==> config.mk <==
export PLATFORM = sky130hd
export DESIGN_NAME = cpu8bit_instruction_execute_core
export DESIGN_NICKNAME = d
export VERILOG_FILES = /design/src/rtl/core/cpu8_pkg.sv /design/src/rtl/core/cpu8bit_instruction_execute_core.sv
export SDC_FILE = /design/constraint.sdc
export NUM_CORES = 1
export LEC_CHECK = 0
export BUFFER_PORTS_ARGS = -buffer_cell sky130_fd_sc_hd__buf_2
export CELL_PAD_IN_SITES_DETAIL_PLACEMENT = 2
export CELL_PAD_IN_SITES_GLOBAL_PLACEMENT = 2
export CORE_AREA = 2 2 235 191
export DETAILED_ROUTE_END_ITERATION = 8
export DIE_AREA = 0 0 237 193
export PLACE_DENSITY = 0.86
export SLEW_MARGIN = 25
export SYNTH_ARGS = -nofsm -noshare
export SYNTH_HDL_FRONTEND = slang
export SYNTH_SLANG_ARGS = --single-unit
==> constraint.sdc <==
create_clock -name clk -period 5.3 [get_ports clk]
set_input_delay 1.06 -clock clk [delete_from_list [all_inputs] [get_ports clk]]
set_output_delay 1.06 -clock clk [all_outputs]
set_load 0.005 [all_outputs]
==> src/rtl/core/cpu8_pkg.sv <==
// Package for the 8-bit execute core: mnemonic codes, status bit positions, reset values, stack page.
// No dependencies.
package cpu8_pkg;

  typedef enum logic [5:0] {
    K_ADC = 6'd0,  K_AND = 6'd1,  K_ASL = 6'd2,  K_BCC = 6'd3,  K_BCS = 6'd4,
    K_BEQ = 6'd5,  K_BIT = 6'd6,  K_BMI = 6'd7,  K_BNE = 6'd8,  K_BPL = 6'd9,
    K_BRK = 6'd10, K_BVC = 6'd11, K_BVS = 6'd12, K_CLC = 6'd13, K_CLD = 6'd14,
    K_CLI = 6'd15, K_CLV = 6'd16, K_CMP = 6'd17, K_CPX = 6'd18, K_CPY = 6'd19,
    K_DEC = 6'd20, K_DEX = 6'd21, K_DEY = 6'd22, K_EOR = 6'd23, K_INC = 6'd24,
    K_INX = 6'd25, K_INY = 6'd26, K_JMP = 6'd27, K_JSR = 6'd28, K_LDA = 6'd29,
    K_LDX = 6'd30, K_LDY = 6'd31, K_LSR = 6'd32, K_NOP = 6'd33, K_ORA = 6'd34,
    K_PHA = 6'd35, K_PHP = 6'd36, K_PLA = 6'd37, K_PLP = 6'd38, K_ROL = 6'd39,
    K_ROR = 6'd40, K_RTI = 6'd41, K_RTS = 6'd42, K_SBC = 6'd43, K_SEC = 6'd44,
    K_SED = 6'd45, K_SEI = 6'd46, K_STA = 6'd47, K_STX = 6'd48, K_STY = 6'd49,
    K_TAX = 6'd50, K_TAY = 6'd51, K_TSX = 6'd52, K_TXA = 6'd53, K_TXS = 6'd54,
    K_TYA = 6'd55
  } kind_t;

  localparam int unsigned FC = 0;
  localparam int unsigned FZ = 1;
  localparam int unsigned FI = 2;
  localparam int unsigned FD = 3;
  localparam int unsigned FB = 4;
  localparam int unsigned FU = 5;
  localparam int unsigned FV = 6;
  localparam int unsigned FN = 7;

  localparam logic [7:0]  SP_RESET    = 8'hFD;
  localparam logic [7:0]  FLAGS_RESET = 8'h20;
  localparam logic [7:0]  STACK_PAGE  = 8'h01;

endpackage

==> src/rtl/core/cpu8bit_instruction_execute_core.sv <==
// Execute stage of the 8-bit accumulator processor (top level).
// Depends on cpu8_pkg.
//
// One decoded instruction per s_axis beat; each gives one to three result
// beats on m_axis (one per memory write, or one without a write). Register
// file A/X/Y/SP/P updates in the accept cycle, so the next instruction may
// follow immediately: while m_axis_tready is high, m_axis carries one beat
// per cycle, and an instruction with n writes gives n beats (BRK three, JSR
// two). The result buffer holds all writes of one instruction; a new
// instruction is taken while its last beat is leaving. Results show on
// m_axis from the cycle after acceptance. ADC/SBC are binary only.
module cpu8bit_instruction_execute_core (
  input  logic        clk,
  input  logic        rst,
  input  logic        s_axis_tvalid,
  output logic        s_axis_tready,
  // kind[5:0] opcode[13:6] operand[21:14] accumulator_mode[22]
  // effective_address[38:23] branch_offset[54:39] current_pc[70:55]
  // pull_first[78:71] pull_second[86:79] pull_third[94:87]
  // break_vector[110:95], zero to 112
  input  logic [111:0] s_axis_tdata,
  output logic        m_axis_tvalid,
  input  logic        m_axis_tready,
  // write_valid[0] write_address[16:1] write_data[24:17] acc_value[32:25]
  // x_value[40:33] y_value[48:41] sp_value[56:49] flags_value[64:57]
  // next_pc[80:65] extra_cycles[82:81] may_add_cycle[83], zero to 88
  output logic [87:0] m_axis_tdata,
  output logic        m_axis_tlast       // final_item
);
  import cpu8_pkg::*;

  logic [5:0]  kind;
  logic [7:0]  opcode, m, p1, p2, p3;
  logic        acc_mode;
  logic [15:0] ea, rel, pc_in, vec;
  assign kind     = s_axis_tdata[5:0];
  assign opcode   = s_axis_tdata[13:6];
  assign m        = s_axis_tdata[21:14];
  assign acc_mode = s_axis_tdata[22];
  assign ea       = s_axis_tdata[38:23];
  assign rel      = s_axis_tdata[54:39];
  assign pc_in    = s_axis_tdata[70:55];
  assign p1       = s_axis_tdata[78:71];
  assign p2       = s_axis_tdata[86:79];
  assign p3       = s_axis_tdata[94:87];
  assign vec      = s_axis_tdata[110:95];

  // architectural state
  logic [7:0] a, x, y, sp, p;
  logic [7:0] a_next, x_next, y_next, sp_next, p_next;

  // result buffer: shared register snapshot plus up to three writes
  logic [15:0] wa [3];
  logic [7:0]  wd [3];
  logic [1:0]  wcnt;      // writes held
  logic [1:0]  idx;       // beat being shown
  logic        busy;
  logic [15:0] pc_out;
  logic [1:0]  extra_out;
  logic        may_out;
  logic [7:0]  a_o, x_o, y_o, sp_o, p_o;

  logic [15:0] wa_n [3];
  logic [7:0]  wd_n [3];
  logic [1:0]  wcnt_next;
  logic [15:0] pc_next;
  logic [1:0]  extra_next;
  logic        may_next;

  logic last_beat, accept;
  assign last_beat     = (wcnt == 2'd0) || (idx == wcnt - 2'd1);
  assign s_axis_tready = !busy || (m_axis_tready && last_beat);
  assign accept        = s_axis_tvalid && s_axis_tready;

  always_comb begin
    logic [8:0]  t;
    logic [7:0]  r, v, d;
    logic [15:0] pcp, tgt;
    logic        br, take, cin;
    a_next = a; x_next = x; y_next = y; sp_next = sp; p_next = p;
    wcnt_next = 2'd0;
    for (int i = 0; i < 3; i++) begin
      wa_n[i] = '0;
      wd_n[i] = '0;
    end
    pc_next = pc_in; extra_next = 2'd0; may_next = 1'b0;
    cin = p[FC]; br = 1'b0; take = 1'b0;
    t = '0; r = '0; v = '0; d = '0;
    pcp = 16'(pc_in + 16'd1);
    case (kind)
      K_ADC, K_SBC: begin
        v = (kind == K_SBC) ? ~m : m;
        t = {1'b0, a} + {1'b0, v} + {8'd0, cin};
        p_next[FC] = t[8];
        p_next[FV] = ~(a[7] ^ v[7]) & (a[7] ^ t[7]);
        a_next = t[7:0];
        may_next = 1'b1;
      end
      K_AND: begin a_next = a & m; may_next = 1'b1; end
      K_EOR: begin a_next = a ^ m; may_next = 1'b1; end
      K_ORA: begin a_next = a | m; may_next = 1'b1; end
      K_LDA: begin a_next = m; may_next = 1'b1; end
      K_LDX: begin x_next = m; may_next = 1'b1; end
      K_LDY: begin y_next = m; may_next = 1'b1; end
      K_ASL, K_LSR, K_ROL, K_ROR: begin
        case (kind)
          K_ASL:   begin p_next[FC] = m[7]; r = {m[6:0], 1'b0}; end
          K_LSR:   begin p_next[FC] = m[0]; r = {1'b0, m[7:1]}; end
          K_ROL:   begin p_next[FC] = m[7]; r = {m[6:0], cin}; end
          default: begin p_next[FC] = m[0]; r = {cin, m[7:1]}; end
        endcase
        if (acc_mode) a_next = r;
        else begin wcnt_next = 2'd1; wa_n[0] = ea; wd_n[0] = r; end
      end
      K_BCC: begin br = 1'b1; take = !p[FC]; end
      K_BCS: begin br = 1'b1; take = p[FC]; end
      K_BEQ: begin br = 1'b1; take = p[FZ]; end
      K_BNE: begin br = 1'b1; take = !p[FZ]; end
      K_BMI: begin br = 1'b1; take = p[FN]; end
      K_BPL: begin br = 1'b1; take = !p[FN]; end
      K_BVC: begin br = 1'b1; take = !p[FV]; end
      K_BVS: begin br = 1'b1; take = p[FV]; end
      K_BIT: begin
        p_next[FZ] = (a & m) == 8'd0;
        p_next[FN] = m[7];
        p_next[FV] = m[6];
      end
      K_BRK: begin
        wcnt_next = 2'd3;
        wa_n[0] = {STACK_PAGE, sp};
        wd_n[0] = pcp[15:8];
        wa_n[1] = {STACK_PAGE, 8'(sp - 8'd1)};
        wd_n[1] = pcp[7:0];
        wa_n[2] = {STACK_PAGE, 8'(sp - 8'd2)};
        wd_n[2] = p | 8'h30;
        sp_next = 8'(sp - 8'd3);
        p_next = (p | 8'h24) & 8'hEF;
        pc_next = vec;
      end
      K_CLC: p_next[FC] = 1'b0;
      K_CLD: p_next[FD] = 1'b0;
      K_CLI: p_next[FI] = 1'b0;
      K_CLV: p_next[FV] = 1'b0;
      K_SEC: p_next[FC] = 1'b1;
      K_SED: p_next[FD] = 1'b1;
      K_SEI: p_next[FI] = 1'b1;
      K_CMP, K_CPX, K_CPY: begin
        r = (kind == K_CMP) ? a : ((kind == K_CPX) ? x : y);
        d = 8'(r - m);
        p_next[FC] = r >= m;
        p_next[FZ] = d == 8'd0;
        p_next[FN] = d[7];
        may_next = (kind == K_CMP);
      end
      K_DEC, K_INC: begin
        r = (kind == K_DEC) ? 8'(m - 8'd1) : 8'(m + 8'd1);
        wcnt_next = 2'd1; wa_n[0] = ea; wd_n[0] = r;
      end
      K_DEX: x_next = 8'(x - 8'd1);
      K_DEY: y_next = 8'(y - 8'd1);
      K_INX: x_next = 8'(x + 8'd1);
      K_INY: y_next = 8'(y + 8'd1);
      K_JMP: pc_next = ea;
      K_JSR: begin
        tgt = 16'(pc_in - 16'd1);
        wcnt_next = 2'd2;
        wa_n[0] = {STACK_PAGE, sp};
        wd_n[0] = tgt[15:8];
        wa_n[1] = {STACK_PAGE, 8'(sp - 8'd1)};
        wd_n[1] = tgt[7:0];
        sp_next = 8'(sp - 8'd2);
        pc_next = ea;
      end
      K_NOP: may_next = (opcode == 8'h1C) || (opcode == 8'h3C) || (opcode == 8'h5C)
                     || (opcode == 8'h7C) || (opcode == 8'hDC) || (opcode == 8'hFC);
      K_PHA, K_PHP: begin
        wcnt_next = 2'd1;
        wa_n[0] = {STACK_PAGE, sp};
        wd_n[0] = (kind == K_PHA) ? a : (p | 8'h30);
        sp_next = 8'(sp - 8'd1);
      end
      K_PLA: begin sp_next = 8'(sp + 8'd1); a_next = p1; end
      K_PLP: begin sp_next = 8'(sp + 8'd1); p_next = (p1 & 8'hEF) | 8'h20; end
      K_RTI: begin
        sp_next = 8'(sp + 8'd3);
        p_next = p1 & 8'hCF;
        pc_next = {p3, p2};
      end
      K_RTS: begin sp_next = 8'(sp + 8'd2); pc_next = 16'({p2, p1} + 16'd1); end
      K_STA: begin wcnt_next = 2'd1; wa_n[0] = ea; wd_n[0] = a; end
      K_STX: begin wcnt_next = 2'd1; wa_n[0] = ea; wd_n[0] = x; end
      K_STY: begin wcnt_next = 2'd1; wa_n[0] = ea; wd_n[0] = y; end
      K_TAX: x_next = a;
      K_TAY: y_next = a;
      K_TSX: x_next = sp;
      K_TXA: a_next = x;
      K_TXS: sp_next = x;
      K_TYA: a_next = y;
      default: ;
    endcase
    // N/Z from the byte that the instruction produced
    case (kind)
      K_ADC, K_SBC, K_AND, K_EOR, K_ORA, K_LDA, K_PLA, K_TXA, K_TYA: begin
        p_next[FZ] = a_next == 8'd0; p_next[FN] = a_next[7];
      end
      K_LDX, K_DEX, K_INX, K_TAX, K_TSX: begin
        p_next[FZ] = x_next == 8'd0; p_next[FN] = x_next[7];
      end
      K_LDY, K_DEY, K_INY, K_TAY: begin
        p_next[FZ] = y_next == 8'd0; p_next[FN] = y_next[7];
      end
      K_ASL, K_LSR, K_ROL, K_ROR, K_DEC, K_INC: begin
        p_next[FZ] = r == 8'd0; p_next[FN] = r[7];
      end
      default: ;
    endcase
    if (br && take) begin
      tgt = 16'(pc_in + rel);
      pc_next = tgt;
      extra_next = (tgt[15:8] != pc_in[15:8]) ? 2'd2 : 2'd1;
    end
  end

  always_ff @(posedge clk) begin
    if (rst) begin
      a <= '0; x <= '0; y <= '0; sp <= SP_RESET; p <= FLAGS_RESET;
      busy <= 1'b0; idx <= '0; wcnt <= '0;
    end else begin
      if (accept) begin
        a <= a_next; x <= x_next; y <= y_next; sp <= sp_next; p <= p_next;
        busy <= 1'b1; idx <= '0; wcnt <= wcnt_next;
      end else if (busy && m_axis_tready) begin
        if (last_beat) busy <= 1'b0;
        else idx <= idx + 2'd1;
      end
    end
    if (accept) begin
      for (int i = 0; i < 3; i++) begin
        wa[i] <= wa_n[i];
        wd[i] <= wd_n[i];
      end
      a_o <= a_next; x_o <= x_next; y_o <= y_next; sp_o <= sp_next; p_o <= p_next;
      pc_out <= pc_next; extra_out <= extra_next; may_out <= may_next;
    end
  end

  logic        wv;
  logic [15:0] wa_sel;
  logic [7:0]  wd_sel;
  always_comb begin
    wv = wcnt != 2'd0;
    case (idx)
      2'd0:    begin wa_sel = wa[0]; wd_sel = wd[0]; end
      2'd1:    begin wa_sel = wa[1]; wd_sel = wd[1]; end
      default: begin wa_sel = wa[2]; wd_sel = wd[2]; end
    endcase
  end

  assign m_axis_tvalid = busy;
  assign m_axis_tlast  = last_beat;
  assign m_axis_tdata  = {4'd0, may_out, extra_out, pc_out, p_o, sp_o, y_o, x_o, a_o,
                          wd_sel, wa_sel, wv};
endmodule

After elaboration in Yosys (flattened, before gate mapping)

Memory sizes are Yosys's and may differ from the RTL's.
Index checks and enable logic that the tools add are counted.

Add/subtract/negate cells: 21
Equality and inequality tests: 64
Muxes and demuxes: 45
Bitwise logic cells: 9
Reduce and logical (&&, ||, !) cells: 52
Order comparisons: 1

Operators with widths:

| operator                | number |
|---|---|
| $eq A6 B6 Y1 const B    | 24 |
| $eq A6 B5 Y1 const B    | 16 |
| $pmux W8 S9             | 1 |
| $mux W8                 | 8 |
| $pmux W16 S4            | 1 |
| $pmux W8 S8             | 1 |
| $pmux W8 S7             | 1 |
| $eq A6 B4 Y1 const B    | 8 |
| $logic_not A8 Y1        | 6 |
| $pmux W16 S3            | 1 |
| $pmux W8 S3             | 2 |
| $pmux W8 S5             | 1 |
| $add A16 B1 Y16 const B | 2 |
| $add A8 B1 Y8 const B   | 4 |
| $mux W16                | 2 |
| $pmux W16 S2            | 1 |
| $pmux W8 S2             | 2 |
| $pmux W8 S4             | 1 |
| $sub A8 B1 Y8 const B   | 4 |
| $eq A6 B3 Y1 const B    | 4 |
| $reduce_or A2 Y1        | 11 |
| $mux W9                 | 2 |
| $add A16 B16 Y16        | 1 |
| $add A8 B2 Y8 const B   | 2 |
| 46 further kinds        | 86 |

Input bits: 116
Output and inout bits: 91
Register bits: 104
Bits in writable memories: 72
Memories: 2

Memory list:

| name | words | bits a word | read ports | clocked after memory_dff | wr ports | line                                   | RTL |
|---|---|---|---|---|---|---|---|
| wa   | 3     | 16          | 3          | 0                        | 3        | cpu8bit_instruction_execute_core.sv:53 | `logic [15:0] wa [3];` |
| wd   | 3     | 8           | 3          | 0                        | 3        | cpu8bit_instruction_execute_core.sv:54 | `logic [7:0] wd [3];` |

Depth between registers and ports, before layout

Gate-level depths: netlist of the first run.

Word-level depth: 8
Gate-level depth with buffers: 18
Mapped depth without buffers: 16

Worst setup path before layout of the first run

OpenSTA, ideal clock, no wires.

Path kind: input port to flip-flop
Start: input m_axis_tready
End: register a_o[0], enable pin
Stages: 6
Arrival time: 5,156 ps
Library setup time: 524 ps
Setup slack: -380 ps
Data required time: 4,776 ps
Cells stage by stage: inv_1 > o21ai_0 > nand2_1 > inv_1 > clkbuf_1 > clkbuf_1

Longest elaborated chain between the ends: 3

RTL lines:

| element                 | line                                    | RTL |
|---|---|---|
| from (decl)             | cpu8bit_instruction_execute_core.sv:23  | `input logic m_axis_tready,` |
| $logic_and A1 B1 Y1     | cpu8bit_instruction_execute_core.sv:72  | `assign s_axis_tready = !busy \|\| (m_axis_tready && last_beat);` |
| $logic_or A1 B1 Y1      | cpu8bit_instruction_execute_core.sv:72  |  |
| named net s_axis_tready | cpu8bit_instruction_execute_core.sv:16  | `output logic s_axis_tready,` |
| $logic_and A1 B1 Y1     | cpu8bit_instruction_execute_core.sv:73  | `assign accept = s_axis_tvalid && s_axis_tready;` |
| named net accept        | cpu8bit_instruction_execute_core.sv:70  | `logic last_beat, accept;` |
| to (signal assigned)    | cpu8bit_instruction_execute_core.sv:242 | `a_o <= a_next; x_o <= x_next; y_o <= y_next; sp_o <= sp_next; p_o <= p_next;` |
| to (decl)               | cpu8bit_instruction_execute_core.sv:61  | `logic [7:0] a_o, x_o, y_o, sp_o, p_o;` |

The timed path passes the listed nets, and every way through them passes these cells.
A chain may end at the register's enable or synchronous reset.

Final worst setup path of the first run

Start: input s_axis_tdata[2]
End: register p_o[1] (data pin)

Longest elaborated chain between the ends: 7

RTL lines:

| element                                                | line                                                                            | RTL |
|---|---|---|
| from (decl)                                            | cpu8bit_instruction_execute_core.sv:21                                          | `input logic [111:0] s_axis_tdata,` |
| $eq A6 B6 Y1 / $eq A6 B5 Y1 (equally long branches)    | --                                                                              |  |
| $mux W8, on equally long branches                      | cpu8bit_instruction_execute_core.sv:92, cpu8bit_instruction_execute_core.sv:148 |  |
| $add A8 B8 Y9 / $mux W8 (equally long branches)        | cpu8bit_instruction_execute_core.sv:93, cpu8bit_instruction_execute_core.sv:148 |  |
| $add A9 B1 Y9 / $sub A8 B8 Y8 (equally long branches)  | cpu8bit_instruction_execute_core.sv:93, cpu8bit_instruction_execute_core.sv:149 |  |
| $pmux W8 S9 / $logic_not A8 Y1 (equally long branches) | cpu8bit_instruction_execute_core.sv:90, cpu8bit_instruction_execute_core.sv:151 |  |
| $logic_not A8 Y1 / $pmux W1 S3 (equally long branches) | cpu8bit_instruction_execute_core.sv:204, cpu8bit_instruction_execute_core.sv:90 |  |
| $pmux W1 S4 *                                          | cpu8bit_instruction_execute_core.sv:202                                         | `case (kind)` |
| named net p_next[1]                                    | cpu8bit_instruction_execute_core.sv:50                                          | `logic [7:0] a_next, x_next, y_next, sp_next, p_next;` |
| to (signal assigned)                                   | cpu8bit_instruction_execute_core.sv:242                                         |  |
| to (decl)                                              | cpu8bit_instruction_execute_core.sv:61                                          |  |

The timed path passes the listed nets; every way through them passes the cells marked *.

==> results of run 1 <==
[synth_stat cells (18+ instances only)]
master    count
nand2_1     195
nor2_1      160
edfxtp_1    115
a21oi_1     109
ha_1         75
clkbuf_1     70
inv_1        65
o21ai_0      65
xnor2_1      63
nor3_1       53
dfxtp_1      45
nand3_1      45
a22oi_1      38
a222oi_1     29
and2_1       28
xor2_1       28
a211oi_1     26
and3_1       26
o211ai_1     23
nor4_1       21
a221oi_1     19
buf_2        18
[area by class of cell]
class,instances,area [um2]
fill,5006,27680
multi-input combinational,1300,8554
sequential,160,4354
timing repair buffer,265,1489
tap,568,710.7
clock buffer,24,471.7
inverter,68,260.3
clock inverter,8,82.58
[registers in the layout, indices dropped and copies added, names as in the netlist]
name and count:
a 8, a_o 8, extra_out 2, idx 2
m_axis_tvalid 1, may_out 1, p 8, p_o 8
pc_out 16, sp 8, sp_o 8, wa 33
wcnt 2, wd 23, x 8, x_o 8
y 8, y_o 8
[per-layer routing]
metal / up-vias / routed length, um
met1: 7582 / 30660
met2: 560 / 30340
met4: 0 / 2768
met3: 134 / 4208
li1: 6486 / -
met5: - / 0
[worst paths after layout]
path,endpoint,cells after the start
setup reg to reg,p_o[1],15
hold / removal,p[4],1
hold reg to reg,p[4],1
setup / recovery,p_o[1],17
[power by group]
group          internal, mW  total (mW)  switching (mW)  leakage [nW]
clock                 0.673        1.23           0.557         0.269
sequential             1.45        1.54          0.0928          1.51
combinational         0.373        1.03           0.655          4.65
[cells by family (layout without fill, tap and decap cells)]
family / Yosys count / count (layout) / share of synthesized area [%]
AOI/OAI and AO/OA: 482 / 482 / 25.11
xor gates and xnor gates: 93 / 93 / 6.142
adders and majority gates: 81 / 81 / 7.720
buffers and inverters: 186 / 365 / 6.050
DFF: 160 / 160 / 31.76
muxes: 20 / 20 / 1.487
other: 1 / 4 / 0.02735
and+or+nand+nor: 620 / 620 / 21.70
==> flow_metrics.tcl, run 1 <==
set metrics [dict create \
    cts-root-buf "clkbuf_16" \
    drive_above_1_share_pct 17.92 \
    final_cell_mix "buf_2, nand2_1, nor2_1, edfxtp_1, a21oi_1" \
    ys_ff_latch 160 \
    design.core.area_um2 43600 \
    relSlewSlack_pct 26.54 \
    max_freq_ghz 0.2109 \
    fp-row-count 69 \
    rsz0062_at_grt "false" \
    cts.reportedPaths.clkPinSlew_ns 0.07 \
    tns_ns 0 \
    holdCritStartpoint "p[4]" \
    worstPathMaxFanout 23 \
    ios 207 \
    fin_nets 2009 \
    crit_path_start "s_axis_tdata[2]" \
    timing.hold.ws_ns 0.4955 \
    placed_area_um2 15360 \
    cts_buffer_depth 2 \
    first_iter_violations 1603 \
    period_needed_ns 4.742 \
    hp-class "register to register" \
    cp_slowest_cell "or4b_1" \
    worst_slew_pin_slew_ns 1.093 \
    worstSetupPathType "primary input to register" \
    synthTopCellsByArea "edfxtp_1, ha_1, dfxtp_1, nand2_1, nor2_1" \
    critPathMaxStageDelay_ns 0.57 \
    cap_violations 0 \
    leakage_nw 6.426 \
    hpwl_um 51650 \
    ys_seq_area_share_pct 31.76 \
    r2r_slack_ns 1.75 \
    fin_cells 2393 \
    synth_area_um2 13710 \
    layout_setup_ws_ns 0.5577 \
    use_met2_pct 45.62 \
    yosysWarnings 0 \
    antennaDiodeCount 0 \
    cp_top_family "compound AO/OA/AOI/OAI gates" \
    synth_edf_count 115 \
    finalMaxSlewViolations 0 \
    grt_pass1_wl_um 99870 \
    htree_num_levels 4 \
    syn_avg_cell_area_um2 8.345 \
    required_ns 5.50 \
    drcViolationCount 0 \
    die_x_um 237 \
    synth_area_leader_cell "edfxtp_1" \
    crit_arrival_ns 4.95 \
    start_util_pct 31.45 \
    cp_num_buf_inv 3 \
    post_cts_buffers 0 \
    clk_latency_ns 0.47 \
    hold_viol_final 0 \
    busiest_layer "met2" \
    setup_viol 0 \
    drtAntennaViolNets 0 \
    dieArea_um2 45740 \
    worstSetupStartpointType "primary input" \
    power_density_nw_per_um2 238.6 \
    first_pass_iters 7 \
    cts_tree "done" \
    vias_per_cell 6.169 \
    wire_per_inst_um 28.41 \
    numPlacedInstances 2361 \
    clock_sink_count 160 \
    synth_cells 1643 \
    post_cts_resized 0 \
    p_total_mw 3.799 \
    peakVddDrop_mv 0.1973 \
    area_growth_pct 16.13 \
    stdcell_area_um2 15920 \
    synth_top_area_share_pct 25.19 \
    grtUsageMet3_pct 4.243 \
    period_share_pct 89.48 \
    end_kind "register" \
    track_usage_pct 29.37 \
    place_congestion 0.9648 \
    grt_overflow 0 \
    grt.met1_usage_pct 40.85 \
    cp_cell_sequence "buf_2 -> or4b_1 -> nor2_1 -> buf_4 -> a211oi_1 -> a21oi_1 -> ha_1 -> nand2b_1 -> a21oi_1 -> o31ai_1 -> a21oi_1 -> xor2_1 -> o41ai_1 -> a221oi_1 -> buf_4 -> o21a_1 -> nand2_1" \
    grt_antenna_before_repair 0 \
    routed_wl_um 67980 \
    numCtsBuffers 17 \
    layout_commonest_cell "buf_2" \
    fin_util_pct 36.52 \
    cp_common_cell "a21oi_1" \
    r2r-start "x[1]" \
    synth.distinct_cells 95 \
    ctsHoldBuffers 0 \
    skew_ns 0.02147 \
    die_h_um 193 \
    grt_pass1_vias 15170 \
    vias 14760 \
    synth-main-ff-cell "edfxtp_1" \
    place_ws_ns 0.2045 \
    status "completed" \
    grt_max_degree 104 \
    numPortBuffers 200 \
    synthArstFlopShare_pct 0 \
]
Power figures use the tool's default switching activity.
==> run 2: changes to the inputs <==
==> constraint.sdc (replaced) <==
create_clock -name clk -period 5.3 [get_ports clk]
set_input_delay 0.53 -clock clk [delete_from_list [all_inputs] [get_ports clk]]
set_output_delay 0.53 -clock clk [all_outputs]
set_load 0.005 [all_outputs]
==> run 2 against run 1 <==
Clock-buffer cell count is 6 lower. Setup slack lost 0.11 ns. Global-route usage barely moved. Power rose by 0.63%. Maximum frequency is 2.2% lower. Sequential share of layout area up 0.19 points. Clock skew decreased by 0.0091 ns. Register-to-register slack worse by 0.27 ns. Clock power grew 3%. Critical endpoint unchanged. Largest cell class unchanged.
==> flow_metrics.tcl, run 2 (same netlist as run 1, synthesis figures left out) <==
set metrics [dict create \
    crit_path_start "s_axis_tdata[4]" \
    hold_viol_final 0 \
    grt_overflow 0 \
    finalMaxSlewViolations 0 \
    worstSetupStartpointType "primary input" \
    peakVddDrop_mv 0.1639 \
    required_ns 5.51 \
    power_density_nw_per_um2 241.8 \
    tns_ns 0 \
    place_congestion 0.9823 \
    grt_antenna_before_repair 1 \
    crit_arrival_ns 5.06 \
    rr_worst_depth 15 \
    grt_pass1_wl_um 100200 \
    die_h_um 193 \
    p_int_mw 2.488 \
    cts-root-buf "clkbuf_16" \
    largest_reg_flops 33 \
    r2r-start "x[1]" \
    r2r_slack_ns 1.48 \
    area_growth_pct 15.32 \
    ios 207 \
    wire_per_inst_um 28.48 \
    relSlewSlack_pct 26.37 \
    reg_top3 "wa: 33 flops, wd: 23 flops, pc_out: 16 flops" \
    first_pass_iters 8 \
    grt_pass1_vias 15340 \
    die_x_um 237 \
    layout_commonest_cell "buf_2" \
    regMostFlops "wa" \
    ctsHoldBuffers 0 \
    fin_nets 1992 \
    cts.reportedPaths.clkPinSlew_ns 0.07 \
    grt_max_degree 80 \
    fillers 4934 \
    drcViolationCount 0 \
    worstPathMaxFanout 17 \
    hp-class "primary input to register" \
    track_usage_pct 29.36 \
    period_share_pct 91.50 \
    skew_ns 0.01235 \
    period_needed_ns 4.850 \
    p_clk_share_pct 33.2 \
    hold_depth 3 \
    switching_power_mw 1.335 \
    antennaDiodeCount 0 \
    htree_num_levels 4 \
    dieArea_um2 45740 \
    first_iter_violations 1515 \
    routed_wl_um 67680 \
    drive_above_1_share_pct 17.26 \
    hold_path_end "m_axis_tvalid" \
    r2r_end "p_o[1]" \
    rsz0062_at_grt "false" \
    post_cts_buffers 0 \
    clk_latency_ns 0.48 \
    setup_viol 0 \
    cts_tree "done" \
    swShare_pct 34.91 \
    p_seq_share_pct 40.4 \
    vias 14830 \
    worst_slew_pin_slew_ns 1.096 \
    end_kind "register" \
    numCtsBuffers 17 \
    timing.hold.ws_ns 0.3389 \
    cts_buffer_depth 2 \
    max_freq_ghz 0.2062 \
    leakage_nw 6.357 \
    vias_per_cell 6.240 \
    clock_sink_count 160 \
    fp-row-count 69 \
    drtAntennaViolNets 0 \
    final_cell_mix "buf_2, nand2_1, nor2_1, edfxtp_1, a21oi_1" \
    comb_power_share_pct 26.4 \
    hpwl_um 51060 \
    status "completed" \
    start_util_pct 31.45 \
    post_cts_resized 0 \
    worstSetupPathType "primary input to register" \
    design.core.area_um2 43600 \
    cap_violations 0 \
    numPortBuffers 200 \
    holdCritStartpoint "s_axis_tvalid" \
]
-- run 2: cell count changes in the layout (fill, tap and decap cells not counted), moves of 2 or more --
cell and delta:
clkbuf_1 -5, buf_4 -17, inv_4 +3, clkinvlp_4 +2, clkbuf_8 -2
-- run 2: worst max-delay path by stage --
| stage | to | slack [ns] | cells past startpoint |
|---|---|---|---|
| 6_report | p_o[1] | 0.45 | 14 |
| 5_1_grt | p_o[1] | 0.20 | 14 |
| 4_1_cts | p_o[1] | 0.62 | 14 |
| 3_5_place_dp | p_o[1] | 0.13 | 14 |
| 3_3_place_gp | p_o[1] | 0.38 | 14 |
| 2_1_floorplan | p_o[1] | 1.32 | 16 |
-- run 2: area by class of cell --
cell class                 count  area (um2)  share of cell area, %
timing repair buffer         248        1361                  8.610
inverter                      68       260.3                  1.646
multi-input combinational   1300        8548                  54.06
tap                          568       710.7                  4.495
sequential                   160        4354                  27.54
clock inverter                14       126.4                 0.7992
clock buffer                  18       450.4                  2.849
-- run 2: critical path, stage by stage --
cell,delay (ns)
buf_2,0.35
nor2b_1,0.71
nand2_1,0.51
ha_1,0.43
a21oi_1,0.21
o211ai_1,0.18
o41ai_1,0.39
xnor2_1,0.12
o21ai_0,0.57
nor3_1,0.15
a221oi_1,0.46
buf_4,0.22
o21a_1,0.14
nand2_1,0.07
-- run 2: layer usage --
layer | vias up | wire [um] | track usage [%]
li1 | 6462 | - | -
met4 | 2 | 2416 | 11.59
met1 | 7611 | 29800 | 40.00
met2 | 616 | 30580 | 46.52
met5 | - | 18 | 0
met3 | 136 | 4867 | 5.026
-- run 2: metrics by stage --
step	area (um2)	worst slack, ns	power, mW	cells	utilization [%]
final	15810	0.4504	3.823	2376	36.27
after global routing	15810	0.1960	3.976	2376	36.27
after CTS	15810	0.6188	3.833	2376	36.27
after detailed placement	15230	0.1298	2.549	2344	34.94
after global placement	15230	0.3833	2.498	2344	34.94
after floorplan	13720	1.316	2.129	1646	-
-- run 2: power groups by stage --
stage / logic [mW] / clock network (mW) / registers, mW
after CTS: 0.995 / 1.30 / 1.54
after detailed placement: 0.983 / 0 / 1.57
after global placement: 0.938 / 0 / 1.56
after floorplan: 0.608 / 0 / 1.52
final: 1.01 / 1.27 / 1.54
after global routing: 1.09 / 1.33 / 1.55
==> run 3: changes to the inputs <==
--- a/config.mk
+++ b/config.mk
@@ -11,6 +11,7 @@
 export CORE_AREA = 2 2 235 191
 export DETAILED_ROUTE_END_ITERATION = 8
 export DIE_AREA = 0 0 237 193
+export GPL_TIMING_DRIVEN = 0
 export PLACE_DENSITY = 0.86
 export SLEW_MARGIN = 25
 export SYNTH_ARGS = -nofsm -noshare
==> run 3 against run 2 <==
Clock power increased by 9%. First-iteration DRC count is 27% higher. Register-to-register slack got worse by 0.20 ns. Maximum frequency shrank 7.3%. Die area did not move. Clock-buffer cell count unchanged. Final cell count is 2.9% higher. Non-clock buffer count grew 69. Design area is 1.9% higher. Critical path type unchanged. Critical endpoint is now sp_o[7]. Largest power group unchanged.
==> flow_metrics.tcl, run 3 (same netlist as run 1, synthesis figures left out) <==
set metrics [dict create \
    status "completed" \
    wire_per_inst_um 30.10 \
    design.core.area_um2 43600 \
    comb_power_share_pct 27.2 \
    p_seq_share_pct 38.3 \
    clk_latency_ns 0.49 \
    switching_power_mw 1.469 \
    reg_top3 "wa: 33 flops, wd: 23 flops, pc_out: 16 flops" \
    clock_sink_count 160 \
    ios 207 \
    fp-row-count 69 \
    fin_nets 2061 \
    hold_depth 3 \
    rsz0062_at_grt "false" \
    numPortBuffers 198 \
    cap_violations 0 \
    setup_viol 0 \
    area_growth_pct 17.55 \
    worstSetupStartpointType "primary input" \
    skew_ns 0.01907 \
    worstPathMaxFanout 10 \
    dieArea_um2 45740 \
    ctsHoldBuffers 0 \
    numCtsBuffers 17 \
    place_congestion 1.020 \
    fin_util_pct 36.97 \
    die_x_um 237 \
    swShare_pct 36.75 \
    p_clk_share_pct 34.5 \
    grt_pass1_vias 15790 \
    peakVddDrop_mv 0.2492 \
    largest_reg_flops 33 \
    grt_antenna_before_repair 0 \
    grt_max_degree 85 \
    vias_per_cell 6.334 \
    end_kind "register" \
    r2r_end "wd[0][11]" \
    cts-root-buf "clkbuf_16" \
    stdcell_area_um2 16120 \
    post_cts_buffers 0 \
    layout_commonest_cell "buf_2" \
    start_util_pct 31.45 \
    hp-class "primary input to register" \
    post_cts_resized 0 \
    relSlewSlack_pct 30.28 \
    drive_above_1_share_pct 16.25 \
    holdCritStartpoint "s_axis_tvalid" \
    required_ns 5.54 \
    max_freq_ghz 0.1912 \
    leakage_nw 6.438 \
    fillers 4979 \
    period_needed_ns 5.231 \
    crit_path_start "s_axis_tdata[0]" \
    drcViolationCount 0 \
    routed_wl_um 73590 \
    r2r-start "wcnt[1]" \
    cts.reportedPaths.clkPinSlew_ns 0.08 \
    htree_num_levels 4 \
    finalMaxSlewViolations 0 \
    track_usage_pct 31.60 \
    placed_area_um2 15480 \
    hold_path_end "m_axis_tvalid" \
    p_int_mw 2.528 \
    hpwl_um 56670 \
    hold_viol_final 0 \
    cts_tree "done" \
    antennaDiodeCount 0 \
    power_density_nw_per_um2 248.0 \
    first_pass_iters 9 \
    drtAntennaViolNets 0 \
    grt_overflow 0 \
    die_h_um 193 \
    worst_slew_pin_slew_ns 1.046 \
    regMostFlops "wa" \
    grt_pass1_wl_um 106300 \
    crit_arrival_ns 5.47 \
    cts_buffer_depth 2 \
    worstSetupPathType "primary input to register" \
    rr_worst_depth 10 \
    period_share_pct 98.70 \
    vias 15490 \
    r2r_slack_ns 1.28 \
    final_cell_mix "buf_2, nand2_1, nor2_1, edfxtp_1, a21oi_1" \
    first_iter_violations 1924 \
]
==> run 3: cell types whose count changed in the layout (fill, tap and decap cells not counted), moves of 3 or more <==
cell,change
clkbuf_1,+69
buf_4,-37
buf_2,+16
buf_1,+10
buf_6,+9
inv_8,+4
clkinvlp_4,-3
inv_4,-3
==> run 3: worst max-delay path: stages <==
cell,delay [ns]
buf_2,0.14
buf_4,0.18
buf_4,0.17
nor2b_1,0.66
nand2_1,0.41
a21oi_1,0.84
or2_2,0.29
inv_1,0.18
ha_1,0.39
a21oi_1,0.11
o21bai_1,0.16
a21oi_1,0.12
o21ai_0,0.63
mux2i_1,0.22
o211ai_1,0.43
==> run 3: metal layers <==
layer  GRT usage (%)  part of all wire, %  vias to the layer above
met4           11.39                  3.3                        0
met2           49.31                   44                      762
met1           43.93                   44                     7970
met5               0                    0                        -
met3           5.609                  8.1                      151
li1                -                    -                     6603
==> run 3: worst max-delay path by stage <==
stage | to | slack (ns) | cells past startpoint
floorplan | p_o[1] | 1.32 | 16
global placement | p_o[1] | -0.36 | 16
detailed placement | p_o[1] | -0.23 | 17
CTS | p_o[1] | 0.24 | 17
global route | p_o[1] | 0.03 | 18
finish | sp_o[7] | 0.07 | 15
==> run 3: power by group through the flow <==
stage / clock [mW] / sequential, mW / combinational [mW]
4_1_cts: 1.39 / 1.52 / 1.06
6_report: 1.38 / 1.53 / 1.09
3_5_place_dp: 0 / 1.55 / 1.05
3_3_place_gp: 0 / 1.55 / 0.998
2_1_floorplan: 0 / 1.52 / 0.608
5_1_grt: 1.44 / 1.53 / 1.16
==> run 3: metrics by stage <==
step | worst slack [ns] | hold slack, ns | cells | power [mW] | setup TNS (ns)
CTS | 0.2363 | 0.3292 | 2445 | 3.978 | 0
finish | 0.06893 | 0.3354 | 2445 | 3.997 | 0
global route | 0.03217 | 0.3578 | 2445 | 4.133 | 0
detailed placement | -0.2318 | 0.4739 | 2413 | 2.601 | -0.4186
global placement | -0.3597 | 0.4599 | 2412 | 2.552 | -0.6950
floorplan | 1.316 | 0.4439 | 1646 | 2.129 | 0
==> run 3: final cells by class <==
| class | count | area [um2] | share of cell area [%] |
|---|---|---|---|
| plain buffers | 118 | 584.3 | 3.625 |
| flip-flops and latches | 160 | 4354 | 27.02 |
| clock buffers | 18 | 450.4 | 2.795 |
| clock inverters | 14 | 171.4 | 1.064 |
| inverters | 68 | 255.2 | 1.584 |
| multi-input cells | 1300 | 8572 | 53.19 |
| well taps | 568 | 710.7 | 4.410 |
| repair buffers | 199 | 1018 | 6.319 |
